### src/rtl/mvsm_pkg.sv
// shared types and constants of the multi-voice sample mixer
// command codes, sequencer states, voice record, serial unit status
// no dependencies
package mvsm_pkg;

	// command codes carried in s_tuser
	typedef enum logic [1:0] {
		CMD_WRITE = 2'd0,
		CMD_START = 2'd1,
		CMD_GAIN  = 2'd2,
		CMD_MIX   = 2'd3
	} mvsm_cmd_t;

	// gain constants, unsigned Q2.14
	localparam logic [15:0] UNITY_GAIN = 16'd16384;

	// stream word widths
	localparam int IN_DATA_W  = 104;
	localparam int OUT_DATA_W = 40;

	// serial unit widths
	localparam int MUL_MC_W  = 32;
	localparam int MUL_MP_W  = 18;
	localparam int DIV_NUM_W = 31;
	localparam int DIV_DEN_W = 25;

	// handshake of a serial unit back to the sequencer
	typedef struct packed {
		logic busy;
		logic done;
	} mvsm_unit_stat_t;

	// one input word unpacked
	typedef struct packed {
		logic [15:0] address;
		logic [15:0] sample_data;
		logic [15:0] sound_base;
		logic [16:0] sound_length;
		logic        loop_flag;
		logic [15:0] tweak_gain;
		logic [4:0]  voice_select;
		logic [15:0] user_gain;
	} mvsm_item_t;

	// per-voice record held in the voice memory
	typedef struct packed {
		logic               loops;
		logic [15:0]        base;
		logic [16:0]        len;
		logic [16:0]        pos;
		logic [15:0]        tweak;
		logic [15:0]        user;
		logic [17:0]        prev;
		logic [17:0]        origin;
		logic signed [31:0] slope;
	} mvsm_voice_t;

	// sequencer states
	typedef enum logic [4:0] {
		S_IDLE,
		S_WADDR,
		S_WADDR_W,
		S_SCAN,
		S_SET,
		S_SET_W,
		S_MIX_VOICE,
		S_MIX_LOAD,
		S_G1,
		S_G1_W,
		S_G2,
		S_G2_W,
		S_START_WR,
		S_RAMP,
		S_RAMP_W,
		S_CUR,
		S_CUR_W,
		S_ADDR,
		S_ADDR_W,
		S_RD,
		S_RD_W,
		S_WMUL_W,
		S_VOICE_WR,
		S_FINISH
	} mvsm_state_t;

endpackage

### src/rtl/mvsm_serial_mul.sv
// shift-add multiplier, one multiplier bit per cycle
// signed multiplicand times unsigned multiplier; uses mvsm_pkg
module mvsm_serial_mul import mvsm_pkg::*; #(
	parameter int MC_W = 32,
	parameter int MP_W = 18
) (
	input  logic                          clk,
	input  logic                          arst_n,
	input  logic                          start,
	input  logic signed [MC_W-1:0]        mcand,
	input  logic [MP_W-1:0]               mplier,
	output mvsm_unit_stat_t               stat,
	output logic signed [MC_W+MP_W-1:0]   product
);

	localparam int CW = (MP_W > 1) ? $clog2(MP_W) : 1;

	logic                   busy_q;
	logic                   done_q;
	logic [CW-1:0]          cnt_q;
	logic signed [MC_W-1:0] mc_q;
	logic signed [MC_W:0]   hi_q;
	logic [MP_W-1:0]        lo_q;
	logic signed [MC_W:0]   add_v;
	logic signed [MC_W:0]   sum_v;
	logic signed [MC_W:0]   sum_sh;

	// partial product step
	assign add_v  = lo_q[0] ? {mc_q[MC_W-1], mc_q} : '0;
	assign sum_v  = hi_q + add_v;
	assign sum_sh = sum_v >>> 1;

	// step counter and status
	always_ff @(posedge clk or negedge arst_n) begin
		if (!arst_n) begin
			busy_q <= 1'b0;
			done_q <= 1'b0;
			cnt_q  <= '0;
		end else begin
			done_q <= 1'b0;
			if (start && !busy_q) begin
				busy_q <= 1'b1;
				cnt_q  <= '0;
			end else if (busy_q) begin
				cnt_q <= cnt_q + CW'(1);
				if (cnt_q == CW'(MP_W - 1)) begin
					busy_q <= 1'b0;
					done_q <= 1'b1;
				end
			end
		end
	end

	// product shift register
	always_ff @(posedge clk) begin
		if (start && !busy_q) begin
			mc_q <= mcand;
			hi_q <= '0;
			lo_q <= mplier;
		end else if (busy_q) begin
			hi_q <= sum_sh;
			lo_q <= {sum_v[0], lo_q[MP_W-1:1]};
		end
	end

	assign stat.busy = busy_q;
	assign stat.done = done_q;
	assign product   = {hi_q[MC_W-1:0], lo_q};

endmodule

### config.mk
export PLATFORM = sky130hd
export DESIGN_NAME = mvsm_serial_mul
export DESIGN_NICKNAME = d
export VERILOG_FILES = /design/src/rtl/mvsm_pkg.sv /design/src/rtl/mvsm_serial_mul.sv
export SDC_FILE = /design/constraint.sdc
export NUM_CORES = 1
export LEC_CHECK = 0
export ABC_AREA = 1
export BUFFER_PORTS_ARGS = -buffer_cell sky130_fd_sc_hd__buf_4
export CAP_MARGIN = 20
export CORE_AREA = 4 4 91 179
export DETAILED_ROUTE_END_ITERATION = 12
export DIE_AREA = 0 0 95 183
export HOLD_SLACK_MARGIN = 0.02
export PLACE_DENSITY = 0.62
export SYNTH_ARGS = -nofsm -noshare
export SYNTH_HDL_FRONTEND = slang
export SYNTH_SLANG_ARGS = --single-unit
### constraint.sdc
create_clock -name clk -period 2.36 [get_ports clk]
set_clock_uncertainty 0.2 [all_clocks]
set_input_delay 0.236 -clock clk [delete_from_list [all_inputs] [get_ports clk]]
set_output_delay 0.236 -clock clk [all_outputs]
set_load 0.01 [all_outputs]
# Word-level counts from Yosys, hierarchy flattened
# Cells that the tools add are included.
# op_classes
n_addsub,2
n_reduce_logical,3
mux,11
n_eq_ne,1
# ops
operator,n
18-bit two-way mux,2
32-bit by 33-bit adder with 33-bit output,1
33-bit two-way mux,1
5-bit two-way mux,2
1-bit two-way mux,6
"5-bit by 1-bit adder with 5-bit output, second input constant",1
"5-bit == test, second input constant",1
2-bit nonzero test,1
1-bit logical AND,1
1-bit logical NOT,1
# word_totals
register_bits,89
in_bits,53
elab_cells,23
out_inout_bits,52

# Logic depth before layout (Yosys ltp)
# depth
depth_word,4
depth_mapped,17
mapped_depth_nobuf,16

# Worst setup path before layout
# OpenSTA, ideal clock, no wires.
# synth_path
path_type,reg-to-reg
start,reg lo_q[0]
end,reg hi_q[15]
path_buffers,1
stages_incl_launch_ff,15
setup_slack_ps,-123
setup_time_ps,113
synth_period_minus_slack_ps,2483
t_required_ps,2047
arrival_ps,2170
path_cell_list,edfxtp_1 > clkbuf_1 > nand2_1 > inv_1 > ha_1 > fa_1 > nand2_2 > nand2_1 > nand3_1 > nand2_2 > nand2_2 > nand2_2 > or2_1 > nand3_1 > nand2_1
# synth_via
elab_chain_len,2
# synth_rtl
item,line_no,text
"start, declared",mvsm_serial_mul.sv:23,logic [MP_W-1:0] lo_q;
"start signal, assigned",mvsm_serial_mul.sv:59,lo_q <= mplier;
"start signal, assigned",mvsm_serial_mul.sv:62,"lo_q <= {sum_v[0], lo_q[MP_W-1:1]};"
33-bit two-way mux,mvsm_serial_mul.sv:29,"assign add_v = lo_q[0] ? {mc_q[MC_W-1], mc_q} : '0;"
32-bit by 33-bit adder with 33-bit output,mvsm_serial_mul.sv:30,assign sum_v = hi_q + add_v;
"end signal, assigned",mvsm_serial_mul.sv:61,hi_q <= sum_sh;
"end, declared",mvsm_serial_mul.sv:22,logic signed [MC_W:0] hi_q;
# No other way between the ends.
# A chain may end at the register's enable or synchronous reset.

# Final worst setup path
# layout_path
start,reg lo_q[0]
end,reg hi_q[29]
# Same word-level chain as after synthesis.

==> impl_metrics.ini <==
[drt]
wl_um = 18800
drc = 0
firstDrtPassIters = 4
routedWlPerCell_um = 14.8
vias = 5975
drt_iter0_drc = 243
vias_per_cell = 4.70
drtAntennaViolNets = 0

[outcome]
failed_checks = negative setup slack
status = finished, violations left

[timing]
relSlewSlack_pct = 56.7
fmax_mhz = 416
finalWorstSetupSlack_ps = -46.6
whs_ps = 34.9
finalCritPeriodShare_pct = 102
min_period_ps = 2410
tightest_slew_ps = 648
rsz0062_at_grt = yes
maxSlewViolCount = 0
setup_viol = 6
hold_viol = 0

[die]
die_area_um2 = 17400
die_w_um = 95
initial_utilization_pct = 39.6
coreArea_um2 = 14800
die_h_um = 183
fp-row-count = 63
io_pins = 105

[final_layout]
diodes = 0
fin_cells = 1270
fin_area_um2 = 8960
fin_util_pct = 60.5
finalNetCount = 1158
register_area_um2 = 2320
drive_above_1_share_pct = 33.4
nFillCells = 1407
syn2layout_area_growth_pct = 52.8
multi_input_area_um2 = 3660

[global_route]
use_met1_pct = 20.4
top_usage_layer = met2
antenna_found_initial = 0
grt_overflow = 0
first_global_vias = 6119
gr-usage-met2_pct = 42.5
grtUsageMet3_pct = 3.08
grt_pass1_wl_um = 29100
grt_use_total_pct = 22.0
grt_max_degree = 51

[place]
numPlacedInstances = 1193
dp_hpwl_um = 13600
dpl_cell_area_um2 = 7160
place_congestion = 0.991
portBuffers = 104

[worst_setup_path]
reg2reg_to = hi_q[29]
r2r_cells = 17
crit_fanout = 13
rrSetupSlack_ps = -50
crit_type = reg2reg
critPathLaunchType = register
end_kind = register
setup.worst_path.start = lo_q[0]
r2r_start = lo_q[0]
cp.arrival_ps = 2510
required_ps = 2470

[synth]
avgSynthCellArea_um2 = 6.79
synthDistinctLibCells = 35
synth_top_area_share_pct = 25.6
synth-main-ff-cell = edfxtp_1
seq_area_frac_synth_pct = 39.5
synth_warnings = 0
async_reset_ff_share_pct = 7.87
post-synth-top-count-cell = nand2_1
netlist_area_um2 = 5870
syn-num-nets = 952
synth_common_cells = 371 x nand2_1, 161 x inv_1, 50 x edfxtp_1
synth-edff-count = 50
synth_area_leaders = edfxtp_1 26%, nand2_1 24%, dfxtp_1 11%
syn_inst = 864
synth_top_area_cell = edfxtp_1
ys_ff_latch = 89

[power]
finalPower_mw = 13.4
ir_drop_uv = 721
power_density_nw_per_um2 = 1500
p_comb_share_pct = 65.4
p_leak_nw = 4.63
pwr-share-clk_pct = 12.9
p_switching_mw = 6.14
p_sw_share_pct = 45.7
intPower_mw = 7.29
pwr-share-seq_pct = 21.8

[clock_tree]
htree_levels = 3
clk_pin_slew_ps = 70
cts_root_buf = clkbuf_16
clock-sinks = 89
cts_tree = built
cts.path.max_buffers = 2
cts_made_buffers = 9
clk_latency_ps = 360

[hold_path]
hold_path_class = in2async

[job]
drv_cap = 0
-- worst max path at each step --
stage	end	slack, ps	cells past startpoint
after floorplan	hi_q[15]	2	14
after CTS	hi_q[27]	-40	16
after detailed placement	hi_q[29]	-100	15
final	hi_q[29]	-50	17
after global placement	hi_q[31]	-90	15
after global routing	hi_q[15]	-140	15
-- cells in the final DEF, fill, tap and decap left out, types with 9 or more instances in the layout --
master	netlist	final
clkbuf_16	0	9
nand3_1	38	31
nor2_4	1	9
a21oi_1	31	14
inv_1	161	150
nand2_1	371	322
nor2_2	3	17
nand3_2	5	11
buf_4	2	151
nand2_2	24	58
nor2_1	46	24
nand2_4	0	15
dlygate4sd3_1	0	51
inv_2	5	16
edfxtp_1	50	50
dfxtp_1	32	32
a21oi_2	1	17
ha_4	0	30
-- per-stage QoR --
step / setup slack, ps / setup TNS, ps
2_1_floorplan: 2.49 / 0
6_report: -46.6 / -97.2
4_1_cts: -44.9 / -99.5
3_3_place_gp: -85.4 / -439
5_1_grt: -139 / -1960
3_5_place_dp: -101 / -799
-- cell type report --
type / instances / area share [%]
Inverter: 166 / 6.95
Multi-Input combinational cell: 593 / 40.8
Sequential cell: 89 / 25.9
Timing Repair Buffer: 211 / 19.8
Clock buffer: 9 / 2.51
Tap cell: 195 / 2.72
Clock inverter: 7 / 1.41
-- flip-flops by register name, indices dropped and copies added (netlist names) --
register,flops
cnt_q,5
mc_q,32
busy_q,1
hi_q,32
done_q,1
lo_q,18
-- critical path: stages, from the launching register on --
cell,delay [ps]
edfxtp_1,420
buf_6,150
buf_6,140
nand2_4,80
inv_1,70
ha_4,230
buf_4,140
nand2_2,110
inv_1,50
nand2_1,60
nand2_1,70
inv_1,50
nand2_1,100
a21oi_2,220
nand2_2,70
nand2_2,70
nand3_2,60
nand2_1,60
-- metal layers --
layer	up-vias	wire length, µm	share of wire (%)
met1	2764	6490	34
li1	3047	-	-
met2	112	10800	57
met4	0	1110	5.9
met5	-	0	0
met3	52	425	2.3
-- kinds of logic after synthesis --
group           share of synthesized area, %
buf+inv                                 12.1
simple gates                            35.6
xor+xnor                               0.299
flops                                   39.5
fa+ha+maj                               7.59
compound gates                          4.91
-- power groups by stage --
stage	clock network [mW]	logic (mW)	registers, mW
after floorplan	0	4.04	2.90
after global placement	0	6.81	2.80
after detailed placement	0	6.85	2.80
after CTS	1.77	7.89	2.88
after global routing	1.82	9.68	2.99
final	1.73	8.78	2.93
-- repair_timing --
item | in CTS | in global routing
pin swaps | 13 | 26
resized for setup | 93 | 94
hold endpoints to repair | 57 | 0
endpoints found under the setup margin | 19 | 25
buffers inserted | 2 | 7
cloned | 1 | 0
hold buffers | 51 | 0
Power figures use the tool's default switching activity.
