$ cat src/rtl/mvsm_pkg.sv
// shared types and constants of the multi-voice sample mixer
// command codes, sequencer states, voice record, serial unit status
// no dependencies
package mvsm_pkg;

	// command codes carried in s_tuser
	typedef enum logic [1:0] {
		CMD_WRITE = 2'd0,
		CMD_START = 2'd1,
		CMD_GAIN  = 2'd2,
		CMD_MIX   = 2'd3
	} mvsm_cmd_t;

	// gain constants, unsigned Q2.14
	localparam logic [15:0] UNITY_GAIN = 16'd16384;

	// stream word widths
	localparam int IN_DATA_W  = 104;
	localparam int OUT_DATA_W = 40;

	// serial unit widths
	localparam int MUL_MC_W  = 32;
	localparam int MUL_MP_W  = 18;
	localparam int DIV_NUM_W = 31;
	localparam int DIV_DEN_W = 25;

	// handshake of a serial unit back to the sequencer
	typedef struct packed {
		logic busy;
		logic done;
	} mvsm_unit_stat_t;

	// one input word unpacked
	typedef struct packed {
		logic [15:0] address;
		logic [15:0] sample_data;
		logic [15:0] sound_base;
		logic [16:0] sound_length;
		logic        loop_flag;
		logic [15:0] tweak_gain;
		logic [4:0]  voice_select;
		logic [15:0] user_gain;
	} mvsm_item_t;

	// per-voice record held in the voice memory
	typedef struct packed {
		logic               loops;
		logic [15:0]        base;
		logic [16:0]        len;
		logic [16:0]        pos;
		logic [15:0]        tweak;
		logic [15:0]        user;
		logic [17:0]        prev;
		logic [17:0]        origin;
		logic signed [31:0] slope;
	} mvsm_voice_t;

	// sequencer states
	typedef enum logic [4:0] {
		S_IDLE,
		S_WADDR,
		S_WADDR_W,
		S_SCAN,
		S_SET,
		S_SET_W,
		S_MIX_VOICE,
		S_MIX_LOAD,
		S_G1,
		S_G1_W,
		S_G2,
		S_G2_W,
		S_START_WR,
		S_RAMP,
		S_RAMP_W,
		S_CUR,
		S_CUR_W,
		S_ADDR,
		S_ADDR_W,
		S_RD,
		S_RD_W,
		S_WMUL_W,
		S_VOICE_WR,
		S_FINISH
	} mvsm_state_t;

endpackage

$ cat src/rtl/mvsm_serial_div.sv
// restoring divider, one quotient bit per cycle
// gives quotient and remainder of unsigned operands; uses mvsm_pkg
module mvsm_serial_div import mvsm_pkg::*; #(
	parameter int NUM_W = 31,
	parameter int DEN_W = 25
) (
	input  logic               clk,
	input  logic               arst_n,
	input  logic               start,
	input  logic [NUM_W-1:0]   num,
	input  logic [DEN_W-1:0]   den,
	output mvsm_unit_stat_t    stat,
	output logic [NUM_W-1:0]   quot,
	output logic [DEN_W-1:0]   remainder
);

	localparam int CW = (NUM_W > 1) ? $clog2(NUM_W) : 1;

	logic               busy_q;
	logic               done_q;
	logic [CW-1:0]      cnt_q;
	logic [NUM_W-1:0]   num_q;
	logic [DEN_W-1:0]   den_q;
	logic [DEN_W-1:0]   rem_q;
	logic [DEN_W:0]     trial;
	logic [DEN_W:0]     diff;
	logic               ge;

	// trial subtract of the next partial remainder
	assign trial = {rem_q, num_q[NUM_W-1]};
	assign ge    = trial >= {1'b0, den_q};
	assign diff  = trial - {1'b0, den_q};

	// step counter and status
	always_ff @(posedge clk or negedge arst_n) begin
		if (!arst_n) begin
			busy_q <= 1'b0;
			done_q <= 1'b0;
			cnt_q  <= '0;
		end else begin
			done_q <= 1'b0;
			if (start && !busy_q) begin
				busy_q <= 1'b1;
				cnt_q  <= '0;
			end else if (busy_q) begin
				cnt_q <= cnt_q + CW'(1);
				if (cnt_q == CW'(NUM_W - 1)) begin
					busy_q <= 1'b0;
					done_q <= 1'b1;
				end
			end
		end
	end

	// remainder and quotient shift registers
	always_ff @(posedge clk) begin
		if (start && !busy_q) begin
			num_q <= num;
			den_q <= den;
			rem_q <= '0;
		end else if (busy_q) begin
			rem_q <= ge ? diff[DEN_W-1:0] : trial[DEN_W-1:0];
			num_q <= {num_q[NUM_W-2:0], ge};
		end
	end

	assign stat.busy = busy_q;
	assign stat.done = done_q;
	assign quot      = num_q;
	assign remainder = rem_q;

endmodule
$ cat config.mk
export PLATFORM = sky130hd
export DESIGN_NAME = mvsm_serial_div
export DESIGN_NICKNAME = d
export VERILOG_FILES = /design/src/rtl/mvsm_pkg.sv /design/src/rtl/mvsm_serial_div.sv
export SDC_FILE = /design/constraint.sdc
export NUM_CORES = 1
export LEC_CHECK = 0
export BUFFER_PORTS_ARGS = -buffer_cell sky130_fd_sc_hd__buf_2
export CORE_MARGIN = 2
export CORE_UTILIZATION = 55
export DETAILED_ROUTE_END_ITERATION = 12
export PLACE_DENSITY_LB_ADDON = 0.12
export SLEW_MARGIN = 30
export SYNTH_ARGS = -nofsm -noshare
export SYNTH_HDL_FRONTEND = slang
export SYNTH_SLANG_ARGS = --single-unit
export TNS_END_PERCENT = 20
$ cat constraint.sdc
create_clock -name clk -period 6.8 [get_ports clk]
set_clock_uncertainty 0.1 [all_clocks]
set_input_delay 0 -clock clk [delete_from_list [all_inputs] [get_ports clk]]
set_output_delay 0 -clock clk [all_outputs]
set_load 0.005 [all_outputs]
Word-level counts from Yosys, hierarchy flattened --
Cells that the tools add are included.
Word-level totals: register bits after elaboration 88, input bits 59, output and inout bits 58, word-level logic and storage cells 24
Cells by class: add/subtract/negate cells 2, $lt $le $gt $ge 1, equality and inequality tests 1, mux-type cells 11, reductions and logical operators 3
Operators with widths (count):
- $mux 31 | 2
- $ge 26x25->1 | 1
- $mux 25 | 1
- $sub 25x25->25 | 1
- $mux 5 | 2
- $mux 1 | 6
- $add 5x1->5 const B | 1
- $eq 5x5->1 const B | 1
- $reduce_bool 2->1 | 1
- $logic_and 1x1->1 | 1
- $logic_not 1->1 | 1

Logic depth before layout (Yosys ltp) --
Gate-level depths: netlist of the first run.
word-level depth 4, depth in mapped cells 12, mapped depth without buffers 11

Worst setup path after synthesis of the first run --
Ideal clock, no wire load.
path type flip-flop to flip-flop, from register num_q[30], in the netlist quot[30], to register num_q[0], in the netlist quot[0], data pin, setup time 0.260 ns, arrival 2.557 ns, required time 6.440 ns, setup slack 3.883 ns, stages on the path, launching flop included 13, buffers on the path 1, period minus slack after synthesis 2.917 ns, cells stage by stage edfxtp_1 inv_1 ha_1 inv_1 fa_1 a21oi_2 o211ai_2 a211o_1 and2_4 o211ai_4 nand2_4 buf_6 mux2_2
On the way: word-level cells in the longest chain between the ends 3
RTL lines:
- start, declared | RTL line mvsm_serial_div.sv:22 | logic [NUM_W-1:0] num_q;
- start signal, assigned | RTL line mvsm_serial_div.sv:58 | num_q <= num;
- start signal, assigned | RTL line mvsm_serial_div.sv:63 | num_q <= {num_q[NUM_W-2:0], ge};
- $ge 26x25->1 | RTL line mvsm_serial_div.sv:31 | assign ge = trial >= {1'b0, den_q};
- $mux 31 | RTL line mvsm_serial_div.sv:61 | end else if (busy_q) begin
- $mux 31 | RTL line mvsm_serial_div.sv:57 | if (start && !busy_q) begin
Every way passes these cells. The select of a mux whose other input is x is not followed. A chain may end at the register's enable or synchronous reset.

Final worst setup path of the first run --
from register num_q[30], in the netlist quot[30], to register rem_q[2], in the netlist remainder[2]
On the way: word-level cells in the longest chain between the ends 2, elaborated cells between the ends (all ways) 3, those cells by class add/sub: 1; order compare: 1; mux: 1
RTL lines:
- $sub 25x25->25 / $ge 26x25->1 (equally long branches) | RTL line mvsm_serial_div.sv:32, mvsm_serial_div.sv:31
- $mux 25 * | RTL line mvsm_serial_div.sv:62 | rem_q <= ge ? diff[DEN_W-1:0] : trial[DEN_W-1:0];
- end signal, assigned | RTL line mvsm_serial_div.sv:62
- end, declared | RTL line mvsm_serial_div.sv:24 | logic [DEN_W-1:0] rem_q;
Every way passes the cells marked *; elsewhere a longest branch is shown, timed or not.

==> results of run 1 <==
repair_timing:
| item | 4_1_cts | 5_1_grt |
|---|---|---|
| gates resized for setup | 0 | 0 |
| hold endpoints to repair | 64 | 0 |
| hold buffers | 59 | 0 |
placed cells by master, fill, tap and decap left out, types with 6 or more instances in the layout:
| cell type | count |
|---|---|
| a21oi_1 | 25 |
| buf_2 | 116 |
| clkbuf_8 | 9 |
| dfrtp_1 | 6 |
| dfxtp_1 | 25 |
| dlygate4sd3_1 | 59 |
| edfxtp_1 | 56 |
| ha_1 | 27 |
| inv_1 | 38 |
| mux2_2 | 31 |
| nand2_1 | 42 |
| nand3_1 | 15 |
| nor2_1 | 22 |
| nor3_1 | 17 |
| o211ai_1 | 7 |
| o21ai_0 | 20 |
| o31ai_1 | 7 |
| xnor2_1 | 8 |
| xor2_1 | 13 |
flip-flops by register name, summed over array words and instances, names as in the netlist:
register	count
quot	31
busy_q	1
remainder	25
den_q	25
done_q	1
cnt_q	5
where the power goes:
part           switching [mW]  leakage (nW)  internal [mW]  total (mW)
clock network           0.217         0.104          0.178       0.395
logic                   0.830          1.83          0.732        1.56
registers               0.178         0.837          0.825        1.00
stage by stage:
stage / area, sq um / utilization [%] / instances / worst slack (ps) / power, mW
finish: 6460 / 73.4 / 760 / 3340 / 2.96
global route: 6460 / 73.4 / 760 / 3190 / 3.18
CTS: 6460 / 73.4 / 760 / 3440 / 2.93
detailed placement: 5660 / 64.2 / 685 / 3470 / 2.51
global placement: 5660 / 64.2 / 685 / 3610 / 2.47
floorplan: 5040 / - / 483 / 3880 / 2.09
cell type report:
class | count | area [sq um] | area share [%]
clock buffer | 9 | 124 | 1.92
sequential | 88 | 2360 | 36.5
timing repair buffer | 177 | 1190 | 18.4
clock inverter | 7 | 88.8 | 1.38
inverter | 39 | 146 | 2.27
multi-input combinational | 332 | 2420 | 37.5
tap | 108 | 135 | 2.09
cell families after synthesis:
family	Yosys count
adder cells (fa/ha/maj)	28
buffers and inverters	63
AO/OA/AOI/OAI	119
AND/OR/NAND/NOR	131
multiplexers	33
XOR/XNOR	21
flip-flops	88
critical path: stages, from the launching register on:
cell      delay (ps)
edfxtp_1         430
inv_1            120
ha_1             170
inv_1             50
fa_1             410
a21oi_2          220
o211ai_2         110
a211o_1          300
and2_4           160
o211a_1          530
or3_1            470
a32o_1           270
worst paths after layout:
check | endpoint | cells past startpoint | from | slack, ps
min in group asynchronous | done_q | 3 | arst_n | 480
max | remainder[2] | 11 | quot[30] | 3340
min | den_q[0] | 2 | den[0] | 230
max in group asynchronous | busy_q | 3 | arst_n | 5870
min reg2reg | remainder[9] | 2 | remainder[9] | 400
max reg2reg | remainder[2] | 11 | quot[30] | 3340
routing by layer:
layer | wire (um) | up-vias | part of all wire, %
li1 | - | 2106 | -
met1 | 5400 | 2038 | 43
met2 | 6280 | 154 | 49
met3 | 778 | 19 | 6.1
met4 | 226 | 0 | 1.8
met5 | 0 | - | 0
==> results.md, run 1 <==
- Post-Synth Adder-Cell Area: between 7 and 8%
- 1st-iter DRT viols: 259
- Nets: ~730
- Total GRT Usage: between 20% and 30%
- Post-synthesis mux area share: roughly 7.3%
- Initial Utilization: between 50 and 60%
- GR met1 Demand/Resource: approximately a third
- Global-route wire length before repair: 20.5 mm
- Seq cells post-synth: 88
- Number of flops mapped to enable cells by yosys: 56
- Post-synth ARST share: between 7 and 8%
- IO Pins: ~120
- Die H: roughly 100 um
- Peak supply drop: 0.000215 V
- Reg clk slew, reported paths: 110 ps
- Hold crit path type: input port to register
- H-tree Lvls: 3
- Max-slew violations: 0
- Root buf cell: clkbuf_8
- Max_cap viols: 0
- Post-CTS setup repair buffer count: 0
- Area contributors post-synth: edfxtp_1 33%, dfxtp_1 9.9%, mux2_2 6.9%
- Req. time, crit path: around 7000 ps
- TritonCTS clock tree: built
- Worst EP arrival: 3620 ps
- Detailed placement HPWL: around 7.8 mm
- Die W: between 90 and 100 um
- Clock sink total: 88
- Clk buf depth: 2
- RSZ-0062 raised after global routing: no
- Min Tclk post-route: 3460 ps
- Hold WS: between 200 and 250 ps
- Syn nets: 570
- Post-Syn Area: roughly 0.005 sq mm
- Cell with the most instances after synthesis: edfxtp_1
- Final Hold Fails: 0
- Via-to-Cell Ratio: around 5.7
- Most used DFF post-synth: edfxtp_1
- Fmax: about 290 MHz
- Critical path class: register to register
- Largest area contributor in the netlist: edfxtp_1
- Core outline area: about 0.009 sq mm
- Met2 Use GR: 44.2%
- Number of port buffers: between 100 and 150
- Total wire length: between 10 and 15 mm
- Top cell type's share of synthesized area: 33.4%
- Filler cell count: around 600
- Pre-Repair DR Iteration Count: 5
- Xor and xnor area share after synthesis: 3.65%
- Post-synthesis simple-gate area fraction: 12.6%
- Overflow after GRT: 0
- Vias in the first global route: ~4200
- Ys Warns: 0
- N_diodes: 0
- Seq/Total Area, Yosys: between 40 and 50%
- Pleak: between 2 and 3 nW
- Post-synthesis compound-gate area fraction: 17.2%
- Worst-Margin Slew: around 780 ps
- Mapped Cells: approximately 480
- Initial antenna violation count: 0
- Worst skew pair latency: between 300 and 400 ps
- Power Dens Cells: 458 mW/mm^2
- Crit end category: register
- Period Utilization, post-route: 50.8%
- Full die area: about 0.0099 sq mm
- Largest family of logic cells by synthesized area: compound AO/OA/AOI/OAI gates
- Synth-to-Final Area Change: 28.1%
- Max-slew headroom: ~48%
- M3 GR Usage: 6.04%
- Wirelength per Cell: between 15 and 20 um
- Startpoint types: register
- Count of standard-cell rows: 34
- Top Usage Layer GRT: met2
- Final antenna-violating net count: 0
- Status: finished clean
- Cts bufs inserted: 9
- Avg Inst Size Synth: 10.4 sq um
- Maximum fanout along the worst path: 21
- Vias: 4317
- Share of post-route cells with drive strength above 1: roughly 29%
- Synth cell types: 66
- Setup TNS: 0 ps
- Setup violators final: 0
- Top cells by count, synth: 56 x edfxtp_1, 42 x nand2_1, 39 x inv_1
- Drt drc: 0
- GP Congestion: between 0.8 and 0.9
- Largest net degree at the start of global routing: 35
Note: power is estimated with default switching activity, not from simulation.
==> run 2, diff against run 1 <==
--- a/config.mk
+++ b/config.mk
@@ -7,7 +7,7 @@
 export LEC_CHECK = 0
 export BUFFER_PORTS_ARGS = -buffer_cell sky130_fd_sc_hd__buf_2
 export CORE_MARGIN = 2
-export CORE_UTILIZATION = 55
+export CORE_UTILIZATION = 54
 export DETAILED_ROUTE_END_ITERATION = 12
 export PLACE_DENSITY_LB_ADDON = 0.12
 export SLEW_MARGIN = 30
==> constraint.sdc (replaced) <==
create_clock -name clk -period 3.4 [get_ports clk]
set_clock_uncertainty 0.1 [all_clocks]
set_input_delay 0 -clock clk [delete_from_list [all_inputs] [get_ports clk]]
set_output_delay 0 -clock clk [all_outputs]
set_load 0.005 [all_outputs]
==> run 2 against run 1 <==
Net effect:
- count of clock-buffer cells in the layout is 1 higher
- sequential power is 100% higher
- design area is 1.4% higher
- critical path depth stayed put
- setup slack worse by 3100 ps
- first-iteration DRC count is 19% lower
- critical endpoint unchanged
==> results.md, run 2 (synthesis results as in run 1) <==
- Post-Place Setup Slack: a little under 300 ps
- Tot Pwr: 6.08 mW
- Drt drc: 0
- Clock sink total: between 80 and 90
- Initial antenna violation count: 0
- Via-to-Cell Ratio: approximately 5.7
- Max-slew violations: 0
- Total GRT Usage: between 20% and 30%
- Reg clk slew, reported paths: about 90 ps
- Clk buf depth: 2
- Period Utilization, post-route: around 93%
- Most common cell after layout, fill and taps aside: buf_2
- DP Area: approximately 0.0057 sq mm
- Most frequent cells in the layout: 116 x buf_2, 58 x dlygate4sd3_1, 56 x edfxtp_1
- IO Pins: approximately 120
- Pleak: 2.82 nW
- Delay-heaviest family, CP: compound AO/OA/AOI/OAI gates
- Max_cap viols: 0
- Fmax: 317 MHz
- Count of standard-cell rows: 35
- RSZ-0062 raised after global routing: no
- Overflow after GRT: 0
- Vias in the first global route: between 4000 and 5000
- Power Dens Cells: 928 mW/mm^2
- Die W: ~100 um
- Share of post-route cells with drive strength above 1: between 20% and 30%
- Critical path class: register to register
- Number of port buffers: roughly 120
- TritonCTS clock tree: built
- GP Congestion: approximately 0.86
- Final Instance Area: between 0.006 and 0.007 sq mm
- Worst skew pair latency: around 360 ps
- Largest register FFs: 31
- Final WS setup: roughly 240 ps
- Final Hold Fails: 0
- H-tree Lvls: 3
- Synth-to-Final Area Change: 29.9%
- Die H: around 100 um
- Hold WS: between 40 and 50 ps
- Req. time, crit path: between 3000 and 4000 ps
- Status: finished clean
- Wirelength per Cell: around 17 um
- Crit end category: register
- Core outline area: 0.00915 sq mm
- Total wire length: approximately 13 mm
- CP bufs+invs: 2
- Setup violators final: 0
- Min Tclk post-route: between 3000 and 4000 ps
- Maximum fanout along the worst path: 13
- Post-CTS setup repair buffer count: 0
- Vias: between 4000 and 5000
- Peak supply drop: 0.000504 V
- Startpoint types: register
- Worst EP arrival: approximately 3300 ps
- Nets: roughly 740
- Crit path cell chain: inv_1, ha_1, inv_1, fa_1, a21oi_2, o211ai_2, a211o_1, and2_4, o211a_1, or3_1, a32o_1
- Pre-Repair DR Iteration Count: 5
- Detailed placement HPWL: roughly 8.4 mm
- Final antenna-violating net count: 0
- R2R Setup Slk: 240 ps
- N_diodes: 0
- Hold crit path type: input port to register
- 1st-iter DRT viols: approximately 210
- Root buf cell: clkbuf_8
- Largest net degree at the start of global routing: 37
- Cts bufs inserted: 9
- Max-slew headroom: roughly half
- CP max-delay cell: fa_1
- Worst-Margin Slew: roughly 740 ps
- Post_cts resized: 0
- Setup TNS: 0 ps
- Full die area: approximately 0.010 sq mm
- Slowest stage delay, CP: about 410 ps
- Worst path most repeated cell: inv_1
- Initial Utilization: between 50% and 60%
- Global-route wire length before repair: between 20 and 25 mm
## run 2: cell count changes in the layout (fill, tap and decap cells not counted)
cell / delta
bufinv_16: +2
buf_4: +5
inv_6: -1
buf_16: +1
inv_2: -1
dfrtp_2: -1
clkbuf_1: +1
clkinv_8: -1
clkinv_4: -1
dfrtp_1: +1
dlygate4sd3_1: -1
inv_1: +1
## run 2: area by class of cell
cell class	count	area (sq um)
inverter	39	146
clock buffer	10	128
fill	644	2610
tap	111	139
sequential	88	2360
timing repair buffer	182	1240
multi-input combinational	332	2420
clock inverter	6	115
## run 2: path summary, 6_finish.rpt
kind,start,end,cells after the start
worst min-delay path,start,cnt_q[0],4
min in group asynchronous,arst_n,cnt_q[2],3
worst max-delay path,quot[30],remainder[2],11
max in group asynchronous,arst_n,cnt_q[4],3
worst min register to register,remainder[12],remainder[12],2
worst max register to register,quot[30],remainder[2],11
## run 2: worst reg2reg max path, cell delays in order, from the launching register on
cell and delay, ps:
edfxtp_1 390, inv_1 90, ha_1 160, inv_1 60
fa_1 410, a21oi_2 230, o211ai_2 110, a211o_1 300
and2_4 170, o211a_1 410, or3_1 380, a32o_1 250
## run 2: routing by layer
| metal | GRT usage (%) | up-vias | share of wire (%) |
|---|---|---|---|
| met5 | 0 | - | 0 |
| met4 | 8.75 | 0 | 1.8 |
| met3 | 5.96 | 24 | 6.6 |
| met2 | 42.6 | 170 | 48 |
| met1 | 34.0 | 2098 | 43 |
| li1 | - | 2118 | - |
## run 2: through the flow
| step | utilization, % | std cells |
|---|---|---|
| finish | 71.5 | 768 |
| global route | 71.5 | 768 |
| CTS | 71.2 | 767 |
| detailed placement | 62.2 | 693 |
| global placement | 62.2 | 693 |
| floorplan | - | 483 |
## run 2: repair_timing
item / 4_1_cts / 5_1_grt
hold buffers: 58 / 0
endpoints found under the hold margin: 63 / 0
setup endpoints to repair: 0 / 0
## run 2: where the power goes
| group | internal (mW) | switching (mW) | total [mW] |
|---|---|---|---|
| registers | 1.65 | 0.346 | 2.00 |
| logic | 1.49 | 1.70 | 3.19 |
| clock network | 0.494 | 0.397 | 0.891 |
| total | 3.63 | 2.44 | 6.08 |
==> run 3, diff against run 2 <==
--- a/config.mk
+++ b/config.mk
@@ -10,6 +10,7 @@
 export CORE_UTILIZATION = 54
 export DETAILED_ROUTE_END_ITERATION = 12
 export PLACE_DENSITY_LB_ADDON = 0.12
+export RECOVER_POWER = 25
 export SLEW_MARGIN = 30
 export SYNTH_ARGS = -nofsm -noshare
 export SYNTH_HDL_FRONTEND = slang
==> run 3 against run 2 <==
Net effect:
- setup slack lost 2.2 ps
- combinational power barely moved
- sequential share of layout area is essentially flat
- die area is the same
- hold slack improved by 2.0 ps
- total power about the same
==> results.md, run 3 (synthesis results as in run 1) <==
- RSZ-0062 raised after global routing: no
- Status: finished clean
- Min Tclk post-route: between 3000 and 4000 ps
- Clk buf depth: 2
- Met3 wire len: just under 800 um
- Req. time, crit path: about 3600 ps
- Fmax: between 300 and 400 MHz
- Crit end category: register
- Critical path class: register to register
- Max-slew headroom: between 50 and 60%
- Max-slew violations: 0
- Wirelength per Cell: 16.8 um
- Vias in the first global route: between 4000 and 5000
- Final Instance Area: about 0.0065 sq mm
- 1st-iter DRT viols: around 210
- Most common cell after layout, fill and taps aside: buf_2
- Setup TNS: 0 ps
- Core outline area: 0.00915 sq mm
- Hold crit path type: input port to register
- Root buf cell: clkbuf_8
- Crit path cell chain: inv_1, ha_1, inv_1, fa_1, a21oi_2, o211ai_2, a211o_1, and2_4, o211a_1, or3_1, a32o_1
- Total wire length: 12.9 mm
- Total GRT Usage: 26.0%
- Global-route wire length before repair: between 20 and 25 mm
- GP Congestion: 0.864
- Sw frac: just over 40%
- Initial Utilization: between 50% and 60%
- Full die area: between 0.01 and 0.015 sq mm
- Clock sink total: approximately 90
- N_diodes: 0
- Setup violators final: 0
- CP bufs+invs: 2
- Top sig layer: met4
- TritonCTS clock tree: built
- Worst path most repeated cell: inv_1
- Drt drc: 0
- Maximum fanout along the worst path: 13
- Largest net degree at the start of global routing: 37
- Met2 Routed Length: 6.26 mm
- Die W: 101 um
- Nets: 739
- Layout Cells excl Fill: approximately 770
- Final antenna-violating net count: 0
- Reg clk slew, reported paths: ~90 ps
- Hold WS: 48.1 ps
- Share of post-route cells with drive strength above 1: around 28%
- Detailed placement HPWL: around 8.4 mm
- Gate power share: between 50 and 60%
- Die H: 101 um
- Post-CTS setup repair buffer count: 0
- Count of standard-cell rows: 35
- Synth-to-Final Area Change: 29.8%
- Met1 WL: roughly 5.6 mm
- Worst EP arrival: roughly 3300 ps
- Delay-heaviest family, CP: compound AO/OA/AOI/OAI gates
- IO Pins: ~120
- Flop pwr share: 32.9%
- Slowest stage delay, CP: between 400 and 500 ps
- Final Hold Fails: 0
- Max_cap viols: 0
- Finished Core Util: 71.5%
- Clock power frac: between 10 and 15%
- Pleak: between 2 and 3 nW
- Pre-Repair DR Iteration Count: 5
- Most frequent cells in the layout: 111 x buf_2, 58 x dlygate4sd3_1, 56 x edfxtp_1
- Vias: 4410
- Worst skew pair latency: roughly 360 ps
- Overflow after GRT: 0
- Worst-Margin Slew: 743 ps
- Largest register FFs: 31
- Startpoint types: register
- DP Area: between 0.005 and 0.006 sq mm
- Initial antenna violation count: 0
- Power Dens Cells: 928 mW/mm^2
- NetSw: 2.45 mW
- Peak supply drop: ~0.00050 V
- Placed cell count: approximately 690
- Period Utilization, post-route: between 90 and 100%
- Cts bufs inserted: 9
- Internal: around 3.6 mW
- Number of port buffers: between 100 and 150
- CP max-delay cell: fa_1
- H-tree Lvls: 3
- Via-to-Cell Ratio: around 5.7
[run 3: worst reg2reg max path: cells and delay by family, from the launching register on]
kind | cells | cell delay (ps)
DFF | 1 | 390
adders and majority gates | 2 | 570
and+or+nand+nor | 2 | 540
AOI/OAI and AO/OA | 5 | 1300
buffers and inverters | 2 | 150
[run 3: what timing repair did]
action / CTS / global route
hold buffers: 58 / 0
gates resized for setup: 0 / 0
endpoints found under the hold margin: 63 / 0
[run 3: worst paths after layout]
kind                       cells past startpoint  slack [ps]       endpoint           from
min in group asynchronous                      3         490       cnt_q[2]         arst_n
setup / recovery                              11         240   remainder[2]       quot[30]
max in group asynchronous                      3        2470       cnt_q[1]         arst_n
hold reg to reg                                2         420  remainder[12]  remainder[12]
hold / removal                                 4          50       cnt_q[0]          start
setup reg to reg                              11         240   remainder[2]       quot[30]
[run 3: area by class of cell]
type,count,area (sq um)
multi-input cells,332,2420
fillers,648,2610
flip-flops and latches,88,2360
clock inverters,6,115
inverters,39,146
clock buffers,10,128
repair buffers,182,1230
well taps,111,139
[run 3: metal layers]
| layer | vias up | track usage [%] |
|---|---|---|
| li1 | 2122 | - |
| met1 | 2106 | 34.0 |
| met2 | 159 | 42.6 |
| met3 | 23 | 5.96 |
| met4 | 0 | 8.75 |
| met5 | - | 0 |
[run 3: through the flow]
step / setup WS (ps) / power (mW)
after CTS: 272 / 6.02
final: 241 / 6.07
after global routing: 76.0 / 6.51
after global placement: 362 / 4.98
after detailed placement: 293 / 5.07
after floorplan: 483 / 4.18
[run 3: power by group through the flow]
stage	combinational [mW]	sequential, mW	clock [mW]
floorplan	2.21	1.96	0
global placement	3.00	1.99	0
detailed placement	3.08	1.99	0
CTS	3.14	1.98	0.895
global route	3.51	2.05	0.941
finish	3.19	2.00	0.888
